`src/rtl/dcba_pkg.sv`:
```
`timescale 1ns / 1ps

package dcba_pkg;

  localparam int CHANNELS         = 8;
  localparam int CH_W             = 3;
  localparam int DEF_BUFFER_BYTES = 262144;
  localparam int DEF_TASK_ID_BITS = 8;
  localparam int ADDR_W           = 24;
  localparam int LEN_W            = 19;
  localparam int TASK_W           = 8;
  localparam int TAG_W            = 8;
  localparam int TMODE_W          = 8;
  localparam int ALIGN_W          = 17;

  localparam logic [ADDR_W-1:0]  PHYS_BASE_RESET  = 24'h010000;
  localparam logic [ALIGN_W-1:0] ALIGN_SMALL_MASK = 17'h0FFFF;
  localparam logic [ALIGN_W-1:0] ALIGN_BIG_MASK   = 17'h1FFFF;

  localparam logic [CH_W-1:0] CH_RESERVED_LO = 3'd0;
  localparam logic [CH_W-1:0] CH_RESERVED_HI = 3'd4;
  localparam logic [CH_W-1:0] CH_BIG_FIRST   = 3'd5;

  typedef enum logic [1:0] {
    MODE_GET,
    MODE_SET,
    MODE_FREE,
    MODE_UNKNOWN
  } mode_t;

  typedef enum logic [1:0] {
    RES_OK,
    RES_FAIL,
    RES_ALLOC_FAIL,
    RES_TAKEN
  } result_t;

  typedef enum logic [2:0] {
    ST_IDLE,
    ST_LOOKUP,
    ST_WALK,
    ST_GAP,
    ST_FIT,
    ST_DONE
  } state_t;

  typedef struct packed {
    logic [1:0]         mode;
    logic [CH_W-1:0]    dma_channel;
    logic [TASK_W-1:0]  task_id;
    logic [LEN_W-1:0]   buffer_size;
    logic [TMODE_W-1:0] transfer_mode;
    logic [TAG_W-1:0]   thread_tag;
  } in_item_t;

  typedef struct packed {
    logic [1:0]         op_echo;
    logic [1:0]         result_code;
    logic [TAG_W-1:0]   reply_tag;
    logic               program_dma;
    logic [CH_W-1:0]    program_channel;
    logic [ADDR_W-1:0]  phys_address;
    logic [LEN_W-1:0]   program_length;
    logic [TMODE_W-1:0] program_mode;
  } out_item_t;

endpackage

```
`src/rtl/dma_channel_buffer_allocator_unit.sv`:
```
`timescale 1ns / 1ps

// channel   direction  handshake          payload
// in        input      in_valid/in_stall    in_data (in_item_t)
// out       output     out_valid/out_stall  out_data (out_item_t)
// cfg       input      cfg_wr_en            cfg_wr_data (phys_base)
//
// a transaction that needs no placement goes through LOOKUP and DONE only
// a placement visits g gaps (1..6) in WALK, GAP, FIT, one shared gap-fit unit
// each gap visit is a channel table read, a gap/pad step and a fit compare
// rst_n is synchronous: all channels free, phys_base back to 0x10000
// in_stall is high from accept until the result is loaded; a stalled result does
// not block the next accept, only the handoff of the following result

module dma_channel_buffer_allocator_unit
  import dcba_pkg::*;
#(
  parameter int BUFFER_BYTES = DEF_BUFFER_BYTES,
  parameter int TASK_ID_BITS = DEF_TASK_ID_BITS
) (
  input  logic              clk,
  input  logic              rst_n,
  input  logic              in_valid,
  output logic              in_stall,
  input  in_item_t          in_data,
  output logic              out_valid,
  input  logic              out_stall,
  output out_item_t         out_data,
  input  logic              cfg_wr_en,
  input  logic [ADDR_W-1:0] cfg_wr_data
);

  localparam int OFF_W = $clog2(BUFFER_BYTES + 1);
  localparam int CMP_W = ((OFF_W > LEN_W) ? OFF_W : LEN_W) + 1;
  localparam int CNT_W = $clog2(CHANNELS + 1);
  localparam logic [OFF_W-1:0] BUF_END = OFF_W'(BUFFER_BYTES);

  typedef struct packed {
    logic [TASK_ID_BITS-1:0] owner;
    logic [OFF_W-1:0]        offset;
    logic [LEN_W-1:0]        length;
  } entry_t;

  state_t              state_r, state_nxt;
  logic [ADDR_W-1:0]   phys_base_r, phys_base_nxt;
  in_item_t            req_r, req_nxt;
  logic [CHANNELS-1:0] owned_r, owned_nxt;
  logic [CH_W-1:0]     order_r   [CHANNELS];
  logic [CH_W-1:0]     order_nxt [CHANNELS];
  logic [CNT_W-1:0]    count_r, count_nxt;
  logic [CNT_W-1:0]    idx_r, idx_nxt;
  logic [OFF_W-1:0]    gs_r, gs_nxt;
  logic [OFF_W-1:0]    av_r, av_nxt;
  logic [ALIGN_W-1:0]  pad_r, pad_nxt;
  result_t             res_code_r, res_code_nxt;
  logic                res_prog_r, res_prog_nxt;
  logic [OFF_W-1:0]    res_off_r, res_off_nxt;
  logic                out_valid_r, out_valid_nxt;
  out_item_t           out_data_r, out_data_nxt;

  entry_t              chan_mem [CHANNELS];
  entry_t              mem_rd_r;
  logic                mem_we, mem_re;
  logic [CH_W-1:0]     mem_waddr, mem_raddr;
  entry_t              mem_wdata;

  logic [TASK_ID_BITS-1:0] req_task;
  logic [CH_W-1:0]     ch;
  logic [ALIGN_W-1:0]  align_mask;
  logic [OFF_W-1:0]    gap_end;
  logic [ALIGN_W-1:0]  p_low;
  logic [ALIGN_W-1:0]  pad;
  logic [OFF_W-1:0]    av;
  logic [CMP_W-1:0]    av_x, pad_x, size_x;
  logic                fit;
  logic [OFF_W-1:0]    new_off;
  logic [OFF_W-1:0]    gs_walk;
  logic [CH_W-1:0]     order_rm  [CHANNELS];
  logic [CH_W-1:0]     order_ins [CHANNELS];
  logic                seen;

  generate
    if (TASK_ID_BITS <= TASK_W) begin : g_tid_trunc
      assign req_task = req_r.task_id[TASK_ID_BITS-1:0];
    end else begin : g_tid_ext
      assign req_task = {{(TASK_ID_BITS - TASK_W){1'b0}}, req_r.task_id};
    end
  endgenerate

  assign ch         = req_r.dma_channel;
  assign align_mask = (ch >= CH_BIG_FIRST) ? ALIGN_BIG_MASK : ALIGN_SMALL_MASK;

  // shared gap-fit unit
  assign gap_end = (idx_r < count_r) ? mem_rd_r.offset : BUF_END;
  assign p_low   = phys_base_r[ALIGN_W-1:0] + gs_r[ALIGN_W-1:0];
  assign pad     = (ALIGN_W'(0) - p_low) & align_mask;
  assign av      = (gap_end > gs_r) ? (gap_end - gs_r) : '0;
  assign av_x    = CMP_W'(av_r);
  assign pad_x   = CMP_W'(pad_r);
  assign size_x  = CMP_W'(req_r.buffer_size);
  assign fit     = (size_x < av_x) && (av_x > pad_x) && ((av_x - pad_x) >= size_x);
  assign new_off = gs_r + OFF_W'(pad_r);
  assign gs_walk = OFF_W'(CMP_W'(mem_rd_r.offset) + CMP_W'(mem_rd_r.length));

  // address-ordered list: remove ch, or insert ch at idx
  always_comb begin
    seen = 1'b0;
    for (int j = 0; j < CHANNELS; j++) begin
      seen = seen | ((CNT_W'(j) < count_r) && (order_r[j] == ch));
      order_rm[j] = order_r[j];
      if (seen && (j < CHANNELS - 1)) begin
        order_rm[j] = order_r[j+1];
      end
      order_ins[j] = order_r[j];
      if (CNT_W'(j) == idx_r) begin
        order_ins[j] = ch;
      end else if ((j > 0) && (CNT_W'(j) > idx_r)) begin
        order_ins[j] = order_r[j-1];
      end
    end
  end

  always_comb begin
    state_nxt     = state_r;
    phys_base_nxt = phys_base_r;
    req_nxt       = req_r;
    owned_nxt     = owned_r;
    order_nxt     = order_r;
    count_nxt     = count_r;
    idx_nxt       = idx_r;
    gs_nxt        = gs_r;
    av_nxt        = av_r;
    pad_nxt       = pad_r;
    res_code_nxt  = res_code_r;
    res_prog_nxt  = res_prog_r;
    res_off_nxt   = res_off_r;
    out_valid_nxt = out_valid_r;
    out_data_nxt  = out_data_r;
    mem_we        = 1'b0;
    mem_waddr     = ch;
    mem_wdata     = '{owner: req_task, offset: new_off, length: req_r.buffer_size};
    mem_re        = 1'b0;
    mem_raddr     = ch;

    if (cfg_wr_en) begin
      phys_base_nxt = cfg_wr_data;
    end
    if (out_valid_r && !out_stall) begin
      out_valid_nxt = 1'b0;
    end

    case (state_r)
      ST_IDLE: begin
        if (in_valid) begin
          req_nxt   = in_data;
          mem_re    = 1'b1;
          mem_raddr = in_data.dma_channel;
          state_nxt = ST_LOOKUP;
        end
      end
      ST_LOOKUP: begin
        res_code_nxt = RES_FAIL;
        res_prog_nxt = 1'b0;
        res_off_nxt  = mem_rd_r.offset;
        state_nxt    = ST_DONE;
        if ((ch != CH_RESERVED_LO) && (ch != CH_RESERVED_HI)) begin
          case (mode_t'(req_r.mode))
            MODE_GET: begin
              if (owned_r[ch]) begin
                res_code_nxt = RES_TAKEN;
              end else begin
                state_nxt = ST_WALK;
              end
            end
            MODE_SET: begin
              if (!owned_r[ch] || (mem_rd_r.owner == req_task)) begin
                if (owned_r[ch] && (mem_rd_r.length == req_r.buffer_size)) begin
                  res_code_nxt = RES_OK;
                  res_prog_nxt = 1'b1;
                end else begin
                  if (owned_r[ch]) begin
                    owned_nxt[ch] = 1'b0;
                    order_nxt     = order_rm;
                    count_nxt     = count_r - CNT_W'(1);
                  end
                  state_nxt = ST_WALK;
                end
              end
            end
            MODE_FREE: begin
              if (owned_r[ch] && (mem_rd_r.owner == req_task)) begin
                owned_nxt[ch] = 1'b0;
                order_nxt     = order_rm;
                count_nxt     = count_r - CNT_W'(1);
                res_code_nxt  = RES_OK;
              end
            end
            default: ;
          endcase
        end
        idx_nxt = '0;
        gs_nxt  = '0;
      end
      ST_WALK: begin
        mem_re    = 1'b1;
        mem_raddr = order_r[idx_r[CH_W-1:0]];
        state_nxt = ST_GAP;
      end
      ST_GAP: begin
        av_nxt    = av;
        pad_nxt   = pad;
        state_nxt = ST_FIT;
      end
      ST_FIT: begin
        if (fit) begin
          mem_we        = 1'b1;
          owned_nxt[ch] = 1'b1;
          order_nxt     = order_ins;
          count_nxt     = count_r + CNT_W'(1);
          res_code_nxt  = RES_OK;
          res_prog_nxt  = 1'b1;
          res_off_nxt   = new_off;
          state_nxt     = ST_DONE;
        end else if (idx_r < count_r) begin
          gs_nxt    = gs_walk;
          idx_nxt   = idx_r + CNT_W'(1);
          state_nxt = ST_WALK;
        end else begin
          res_code_nxt = RES_ALLOC_FAIL;
          state_nxt    = ST_DONE;
        end
      end
      ST_DONE: begin
        if (!out_valid_r || !out_stall) begin
          out_valid_nxt                = 1'b1;
          out_data_nxt.op_echo         = req_r.mode;
          out_data_nxt.result_code     = res_code_r;
          out_data_nxt.reply_tag       = req_r.thread_tag;
          out_data_nxt.program_dma     = res_prog_r;
          out_data_nxt.program_channel = res_prog_r ? ch : '0;
          out_data_nxt.phys_address    = res_prog_r ?
                                         (phys_base_r + ADDR_W'(res_off_r)) : '0;
          out_data_nxt.program_length  = res_prog_r ? req_r.buffer_size : '0;
          out_data_nxt.program_mode    = res_prog_r ? req_r.transfer_mode : '0;
          state_nxt                    = ST_IDLE;
        end
      end
      default: state_nxt = ST_IDLE;
    endcase
  end

  always_ff @(posedge clk) begin
    if (!rst_n) begin
      state_r     <= ST_IDLE;
      phys_base_r <= PHYS_BASE_RESET;
      owned_r     <= '0;
      count_r     <= '0;
      out_valid_r <= 1'b0;
      for (int j = 0; j < CHANNELS; j++) begin
        order_r[j] <= '0;
      end
    end else begin
      state_r     <= state_nxt;
      phys_base_r <= phys_base_nxt;
      owned_r     <= owned_nxt;
      count_r     <= count_nxt;
      out_valid_r <= out_valid_nxt;
      order_r     <= order_nxt;
    end
  end

  always_ff @(posedge clk) begin
    req_r      <= req_nxt;
    idx_r      <= idx_nxt;
    gs_r       <= gs_nxt;
    av_r       <= av_nxt;
    pad_r      <= pad_nxt;
    res_code_r <= res_code_nxt;
    res_prog_r <= res_prog_nxt;
    res_off_r  <= res_off_nxt;
    out_data_r <= out_data_nxt;
  end

  // channel table
  always_ff @(posedge clk) begin
    if (mem_we) begin
      chan_mem[mem_waddr] <= mem_wdata;
    end
    if (mem_re) begin
      mem_rd_r <= chan_mem[mem_raddr];
    end
  end

  assign in_stall  = (state_r != ST_IDLE);
  assign out_valid = out_valid_r;
  assign out_data  = out_data_r;

endmodule

```
`config.mk`:
```
export PLATFORM = sky130hd
export DESIGN_NAME = dma_channel_buffer_allocator_unit
export DESIGN_NICKNAME = d
export VERILOG_FILES = /design/src/rtl/dcba_pkg.sv /design/src/rtl/dma_channel_buffer_allocator_unit.sv
export SDC_FILE = /design/constraint.sdc
export NUM_CORES = 1
export LEC_CHECK = 0
export ABC_AREA = 0
export BUFFER_PORTS_ARGS = -buffer_cell sky130_fd_sc_hd__buf_2
export CORE_ASPECT_RATIO = 1.4
export CORE_MARGIN = 2
export CORE_UTILIZATION = 40
export DETAILED_ROUTE_END_ITERATION = 10
export GPL_TIMING_DRIVEN = 0
export HOLD_SLACK_MARGIN = 0.02
export PLACE_DENSITY = 0.61
export SYNTH_ARGS = -nofsm -noshare
export SYNTH_HDL_FRONTEND = slang
export SYNTH_SLANG_ARGS = --single-unit
```
`constraint.sdc`:
```
create_clock -name clk -period 8.22 [get_ports clk]
set_input_delay 0.411 -clock clk [delete_from_list [all_inputs] [get_ports clk]]
set_output_delay 0.411 -clock clk [all_outputs]
set_load 0.01 [all_outputs]
```
==> results of run 1 <==
[routing by layer]
metal | global-route usage | share of wire | up-vias
met2 | 0.3786 | 0.51 | 661
met4 | 0.09949 | 0.044 | 0
met3 | 0.02605 | 0.051 | 137
li1 | - | - | 9695
met1 | 0.2560 | 0.40 | 10650
met5 | 0 | 0 | -
[sequential cells by signal (all words and copies together) (netlist names), named ones only]
register     count
av_r            19
chan_mem       368
phys_base_r     24
res_prog_r       1
res_code_r       2
res_off_r       19
out_data        67
pad_r           17
req_task         8
idx_r            4
mem_rd_r        46
ch               3
count_r          4
req_r           18
order_r         24
mem_wdata       19
gs_r            19
out_valid        1
state_r          3
[Yosys cell counts, types with 9 or more instances]
| cell | count | area [um^2] |
|---|---|---|
| a211oi_1 | 14 | 105.1 |
| a21o_1 | 44 | 330.3 |
| a21oi_1 | 102 | 510.5 |
| a31oi_1 | 24 | 150.1 |
| and2_1 | 66 | 412.9 |
| and3_1 | 17 | 106.4 |
| buf_2 | 17 | 85.08 |
| clkbuf_1 | 57 | 214.0 |
| dfxtp_1 | 64 | 1281 |
| edfxtp_1 | 610 | 18320 |
| ha_1 | 167 | 2090 |
| inv_1 | 136 | 510.5 |
| mux2_2 | 58 | 653.1 |
| mux2i_1 | 51 | 510.5 |
| mux4_2 | 99 | 2230 |
| nand2_1 | 144 | 540.5 |
| nand2b_1 | 27 | 168.9 |
| nand3_1 | 40 | 200.2 |
| nand4_1 | 16 | 100.1 |
| nor2_1 | 139 | 521.8 |
| nor2b_1 | 18 | 112.6 |
| nor3_1 | 47 | 235.2 |
| nor4_1 | 11 | 68.82 |
| o2111ai_1 | 9 | 78.83 |
| o211ai_1 | 29 | 217.7 |
| o21a_1 | 26 | 195.2 |
| o21ai_0 | 67 | 335.3 |
| or3_1 | 13 | 81.33 |
| xnor2_1 | 72 | 630.6 |
| xor2_1 | 57 | 499.2 |
[path summary, 6_finish.rpt]
path         slack (ns)             from  cells after the start              end
min reg2reg        0.42    res_code_r[0]                      0     out_data[63]
max reg2reg        1.88         pad_r[4]                     22   chan_mem[3][5]
min                0.05  cfg_wr_data[12]                      3  phys_base_r[12]
max                1.88         pad_r[4]                     22   chan_mem[3][5]
[layout make-up]
| class | count | area [um^2] |
|---|---|---|
| fillers | 7167 | 43220 |
| flip-flops and latches | 674 | 19600 |
| multi-input cells | 1488 | 12430 |
| clock buffers | 83 | 1821 |
| repair buffers | 229 | 1662 |
| well taps | 1071 | 1340 |
| clock inverters | 44 | 511.7 |
| inverters | 136 | 510.5 |
| plain buffers | 85 | 362.8 |
| diodes | 1 | 2.502 |
[where the power goes]
part / internal (mW) / total (mW) / switching [mW]
registers: 4.73 / 5.23 / 0.491
clock network: 1.86 / 3.24 / 1.37
logic: 2.39 / 5.82 / 3.43
total: 8.99 / 14.3 / 5.29
[worst min-delay path, delay by kind of cell]
kind	cells	cell delay (ns)
simple gates	1	0.09
mux	1	0.05
buf+inv	1	0.08
[logic make-up after synthesis]
| kind of cell | Yosys count | synth area share |
|---|---|---|
| simple gates | 578 | 0.08814 |
| flops | 674 | 0.5977 |
| xor+xnor | 129 | 0.03445 |
| compound gates | 398 | 0.08100 |
| buf+inv | 221 | 0.02663 |
| mux | 210 | 0.1047 |
| fa+ha+maj | 173 | 0.06738 |
[per-stage QoR]
stage | power, mW | TNS [ns]
after global placement | 10.88 | -303.87
after global routing | 15.07 | 0
after floorplan | 9.161 | 0
after CTS | 14.36 | 0
after detailed placement | 11.06 | 0
final | 14.28 | 0
[timing repair]
action | in CTS | in global routing
hold buffers | 65 | 0
setup buffers | 0 | 0
hold endpoints to repair | 65 | 0
==> flow_metrics.env, run 1 <==
export IMPL_status="finished, final reports clean"
export IMPL_postLayoutCellArea_um2=38230
export IMPL_max_stage_delay_ns=1.15
export IMPL_cp_max_fo=9
export IMPL_drive_gt1_frac=0.1771
export IMPL_vdd_ir_drop_max_mv=0.1761
export IMPL_synth_nets=2633
export IMPL_io_buffers=142
export IMPL_post_dp_cell_area_um2=35250
export IMPL_cp_slowest_cell="a211oi_1"
export IMPL_clockBufferDepth=3
export IMPL_cp_num_buf_inv=8
export IMPL_io_pins=146
export IMPL_synth_flop_cell="edfxtp_1"
export IMPL_rows=124
export IMPL_hpwl_um=63840
export IMPL_min_period_ns=6.341
export IMPL_critPathTopFamily="compound AO/OA/AOI/OAI gates"
export IMPL_arrival_ns=6.73
export IMPL_clkTransAtPathRegs_ns=0.06
export IMPL_min_path_type="input pin to flip-flop"
export IMPL_ant_nets=0
export IMPL_root_buffer="clkbuf_16"
export IMPL_p_leak_nw=13.92
export IMPL_finalNetCount=2933
export IMPL_detail_route_wl_per_cell_um=23.46
export IMPL_fmax_mhz=157.7
export IMPL_die_area_um2=84320
export IMPL_place_inst=3618
export IMPL_cts_sinks=674
export IMPL_period_share=0.7714
export IMPL_yosys_warnings=0
export IMPL_synth_cell_types=76
export IMPL_grt_max_degree=49
export IMPL_layout_common_cells="edfxtp_1 (610), ha_1 (167), buf_2 (159)"
export IMPL_clock_latency_ns=0.64
export IMPL_final_common_cell="edfxtp_1"
export IMPL_drtIter0Drc=1652
export IMPL_slew_violations=0
export IMPL_drt_total_wl_um=89410
export IMPL_rsz0062_at_grt="no"
export IMPL_initial_utilization=0.4026
export IMPL_syn_cell_area_um2=32790
export IMPL_vias=21140
export IMPL_endpoint_kind="flip-flop"
export IMPL_drcViolationCount=0
export IMPL_hold_slack_ns=0.04803
export IMPL_grt_pass1_vias=21330
export IMPL_grtUsageTotal=0.2129
export IMPL_cap_violations=0
export IMPL_skew_ns=0.03057
export IMPL_finalWorstSetupSlack_ns=1.879
export IMPL_stdcell_count=3811
export IMPL_firstDrtPassIters=6
export IMPL_cp_start_kind="flip-flop"
export IMPL_synth_area_per_cell_um2=13.76
export IMPL_core_area_um2=81450
export IMPL_setup_viol=0
export IMPL_max_slew_margin=0.02797
export IMPL_synth_edf_count=610
export IMPL_finalHoldViolCount=0
export IMPL_crit_chain="inv_1 -> ha_1 -> o211ai_1 -> a21o_1 -> a31oi_1 -> o21a_1 -> a21boi_0 -> o21ai_0 -> xnor2_1 -> ha_1 -> a21o_1 -> a21oi_1 -> inv_1 -> a211oi_1 -> a211o_1 -> clkbuf_1 -> nor3_2 -> buf_6 -> buf_6 -> buf_6 -> buf_6 -> buf_6"
export IMPL_cts_htree_levels=3
export IMPL_gp_congestion=0.9345
export IMPL_cts_resized=0
export IMPL_die_h_um=342.8
export IMPL_required_ns=8.61
export IMPL_viasPerCell=5.547
export IMPL_antenna_found_initial=3
export IMPL_cts_tree="built"
export IMPL_async_reset_ff_frac=0
export IMPL_synth_seq_area_share=0.5977
export IMPL_power_density_nw_per_um2=373.6
export IMPL_grt_pass1_wl_um=132800
export IMPL_cts_made_buffers=69
export IMPL_crit_top_cell="buf_6"
export IMPL_crit_type="flip-flop to flip-flop"
export IMPL_area_growth_pct=16.59
export IMPL_post_route_util=0.4694
export IMPL_ys_ff_latch=674
export IMPL_worstMarginPinSlew_ns=1.449
export IMPL_syn_inst=2383
export IMPL_grt_overflow_total=0
export IMPL_dp_slack_ns=1.957
export IMPL_die_w_um=246.0
Note: power is estimated with default switching activity, not from simulation.
==> inputs of run 2 (changes only) <==
--- a/config.mk
+++ b/config.mk
@@ -5,7 +5,7 @@
 export SDC_FILE = /design/constraint.sdc
 export NUM_CORES = 1
 export LEC_CHECK = 0
-export ABC_AREA = 0
+export ABC_AREA = 1
 export BUFFER_PORTS_ARGS = -buffer_cell sky130_fd_sc_hd__buf_2
 export CORE_ASPECT_RATIO = 1.4
 export CORE_MARGIN = 2
==> constraint.sdc (replaced) <==
create_clock -name clk -period 5.2 [get_ports clk]
set_input_delay 0.26 -clock clk [delete_from_list [all_inputs] [get_ports clk]]
set_output_delay 0.26 -clock clk [all_outputs]
set_load 0.01 [all_outputs]
==> run 2 against run 1 <==
Against the previous run: die area shrank 0.20%; maximum frequency rose by 29%; synthesized cell count rose by 30%; combinational power increased by 100%; highest routed layer unchanged; worst hold slack got worse by 0.0077 ns; final cell count rose by 19%.
==> flow_metrics.env, run 2 <==
export IMPL_hold_slack_ns=0.04029
export IMPL_synth_seq_area_share=0.5988
export IMPL_hold_path_end="phys_base_r[9]"
export IMPL_rows=124
export IMPL_clkTransAtPathRegs_ns=0.06
export IMPL_die_w_um=245.8
export IMPL_synth_edf_count=610
export IMPL_largest_reg_flops=368
export IMPL_grtUsageTotal=0.2298
export IMPL_cts_tree="built"
export IMPL_root_buffer="clkbuf_16"
export IMPL_rrSetupSlack_ns=0.28
export IMPL_io_pins=146
export IMPL_worstMarginPinSlew_ns=1.188
export IMPL_max_stage_delay_ns=0.44
export IMPL_async_reset_ff_frac=0
export IMPL_synth_nets=3350
export IMPL_syn_inst=3100
export IMPL_tns_ns=0
export IMPL_grt_pass1_wl_um=143800
export IMPL_postLayoutCellArea_um2=38540
export IMPL_clock_latency_ns=0.62
export IMPL_die_h_um=342.4
export IMPL_area_growth_pct=17.77
export IMPL_vdd_ir_drop_max_mv=0.3316
export IMPL_core_area_um2=81300
export IMPL_power_density_nw_per_um2=663.6
export IMPL_firstDrtPassIters=5
export IMPL_r2r_cells=25
export IMPL_reg2reg_from="pad_r[0]"
export IMPL_grt_overflow_total=0
export IMPL_arrival_ns=5.22
export IMPL_setup_viol=0
export IMPL_min_path_type="input pin to flip-flop"
export IMPL_synth_cell_types=51
export IMPL_drcViolationCount=0
export IMPL_endpoint_kind="flip-flop"
export IMPL_synth_area_leader_cell="edfxtp_1"
export IMPL_ys_top_cells_by_area="edfxtp_1 (56%), ha_1 (6.4%), o21ai_0 (5.7%), nor2_1 (4.3%), nand2_1 (4.2%)"
export IMPL_largest_register="chan_mem"
export IMPL_grt_pass1_vias=23520
export IMPL_vias=24260
export IMPL_cp_max_fo=24
export IMPL_cts_sinks=674
export IMPL_num_antenna_cells=0
export IMPL_crit_top_cell="nand2_1"
export IMPL_final_common_cell="edfxtp_1"
export IMPL_ant_nets=0
export IMPL_max_slew_margin=0.2050
export IMPL_cts_made_buffers=70
export IMPL_crit_type="flip-flop to flip-flop"
export IMPL_r2r_end="chan_mem[7][43]"
export IMPL_dp_slack_ns=-0.5513
export IMPL_min_period_ns=4.916
export IMPL_period_share=0.9454
export IMPL_post_dp_cell_area_um2=35360
export IMPL_syn_cell_area_um2=32730
export IMPL_viasPerCell=5.328
export IMPL_status="finished, final reports clean"
export IMPL_io_buffers=144
export IMPL_synth_flop_cell="edfxtp_1"
export IMPL_finalWorstSetupSlack_ns=0.2837
export IMPL_cap_violations=0
export IMPL_layout_common_cells="edfxtp_1 (610), o21ai_0 (372), nand2_1 (366)"
export IMPL_hpwl_um=70000
export IMPL_finalHoldViolCount=0
export IMPL_drive_gt1_frac=0.1157
export IMPL_ys_ff_latch=674
export IMPL_initial_utilization=0.4026
export IMPL_synth_area_per_cell_um2=10.56
export IMPL_whs_path_depth=3
export IMPL_die_area_um2=84160
export IMPL_detail_route_wl_per_cell_um=21.40
export IMPL_cp_start_kind="flip-flop"
export IMPL_p_total_mw=25.58
export IMPL_slew_violations=0
export IMPL_p_leak_nw=15.10
export IMPL_drt_total_wl_um=97480
export IMPL_grt_max_degree=34
export IMPL_skew_ns=0.01291
export IMPL_drtIter0Drc=2241
export IMPL_cp_slowest_cell="edfxtp_1"
export IMPL_antenna_found_initial=1
export IMPL_fmax_mhz=203.4
export IMPL_clockBufferDepth=3
export IMPL_required_ns=5.51
export IMPL_finalNetCount=3681
export IMPL_cts_htree_levels=3
export IMPL_synth_common_cells="edfxtp_1 (610), o21ai_0 (376), nor2_1 (373)"
export IMPL_yosys_warnings=0
export IMPL_synth_top_cell_area_share=0.5597
export IMPL_synth_most_common_cell="edfxtp_1"
export IMPL_hp_start="cfg_wr_data[9]"
export IMPL_gp_congestion=0.9374
## run 2: worst max path at each step
stage,from,endpoint,slack (ns),depth (start not counted)
after detailed placement,pad_r[1],chan_mem[2][44],-0.55,24
after global placement,pad_r[1],chan_mem[2][44],-4.44,22
final,pad_r[0],chan_mem[7][43],0.28,25
after CTS,pad_r[1],chan_mem[3][15],0.07,25
after global routing,pad_r[0],chan_mem[7][45],-0.0002,25
after floorplan,pad_r[0],chan_mem[2][0],-0.88,22
## run 2: timing repair
action                     CTS  global route
hold buffers                76             0
cloned                       4             0
setup buffers                7             3
pin swaps                    6             2
setup endpoints to repair  334           302
resized for setup            6             7
hold endpoints to repair    70             0
## run 2: final cells by class
class                      instances  area [um^2]
multi-input combinational       1990        11570
tap                             1071         1340
sequential                       674        19600
inverter                         328         1231
timing repair buffer             255         2063
clock inverter                    41        412.9
fill                            7576        42750
clock buffer                      83         1842
buffer                           112        488.0
## run 2: logic make-up after synthesis
logic type,share of synthesized area
AND/OR/NAND/NOR,0.1100
AO/OA/AOI/OAI,0.1300
flip-flops,0.5988
buffers and inverters,0.05241
adder cells (fa/ha/maj),0.06752
XOR/XNOR,0.02542
multiplexers,0.01583
## run 2: metrics by stage
step,utilization,instances
floorplan,-,3100
global placement,0.4282,4315
detailed placement,0.4350,4340
CTS,0.4737,4551
global route,0.4741,4554
finish,0.4741,4554
## run 2: layer usage
metal,track usage,up-vias,share of wire
li1,-,11590,-
met1,0.2850,11670,0.41
met2,0.3994,813,0.50
met3,0.02820,190,0.051
met4,0.1044,0,0.045
met5,0,-,0
## run 2: power by group
| part | internal [mW] | switching (mW) |
|---|---|---|
| clock | 2.85 | 2.16 |
| combinational | 3.87 | 7.93 |
| sequential | 7.85 | 0.909 |
| total | 14.6 | 11.0 |
## run 2: critical path, delay by kind of cell, from the launching register on
family | cells | cell delay (ns)
AND/OR/NAND/NOR | 15 | 1.86
buffers and inverters | 3 | 0.51
XOR/XNOR | 1 | 0.10
AO/OA/AOI/OAI | 3 | 0.69
adder cells (fa/ha/maj) | 3 | 0.96
flip-flops | 1 | 0.44
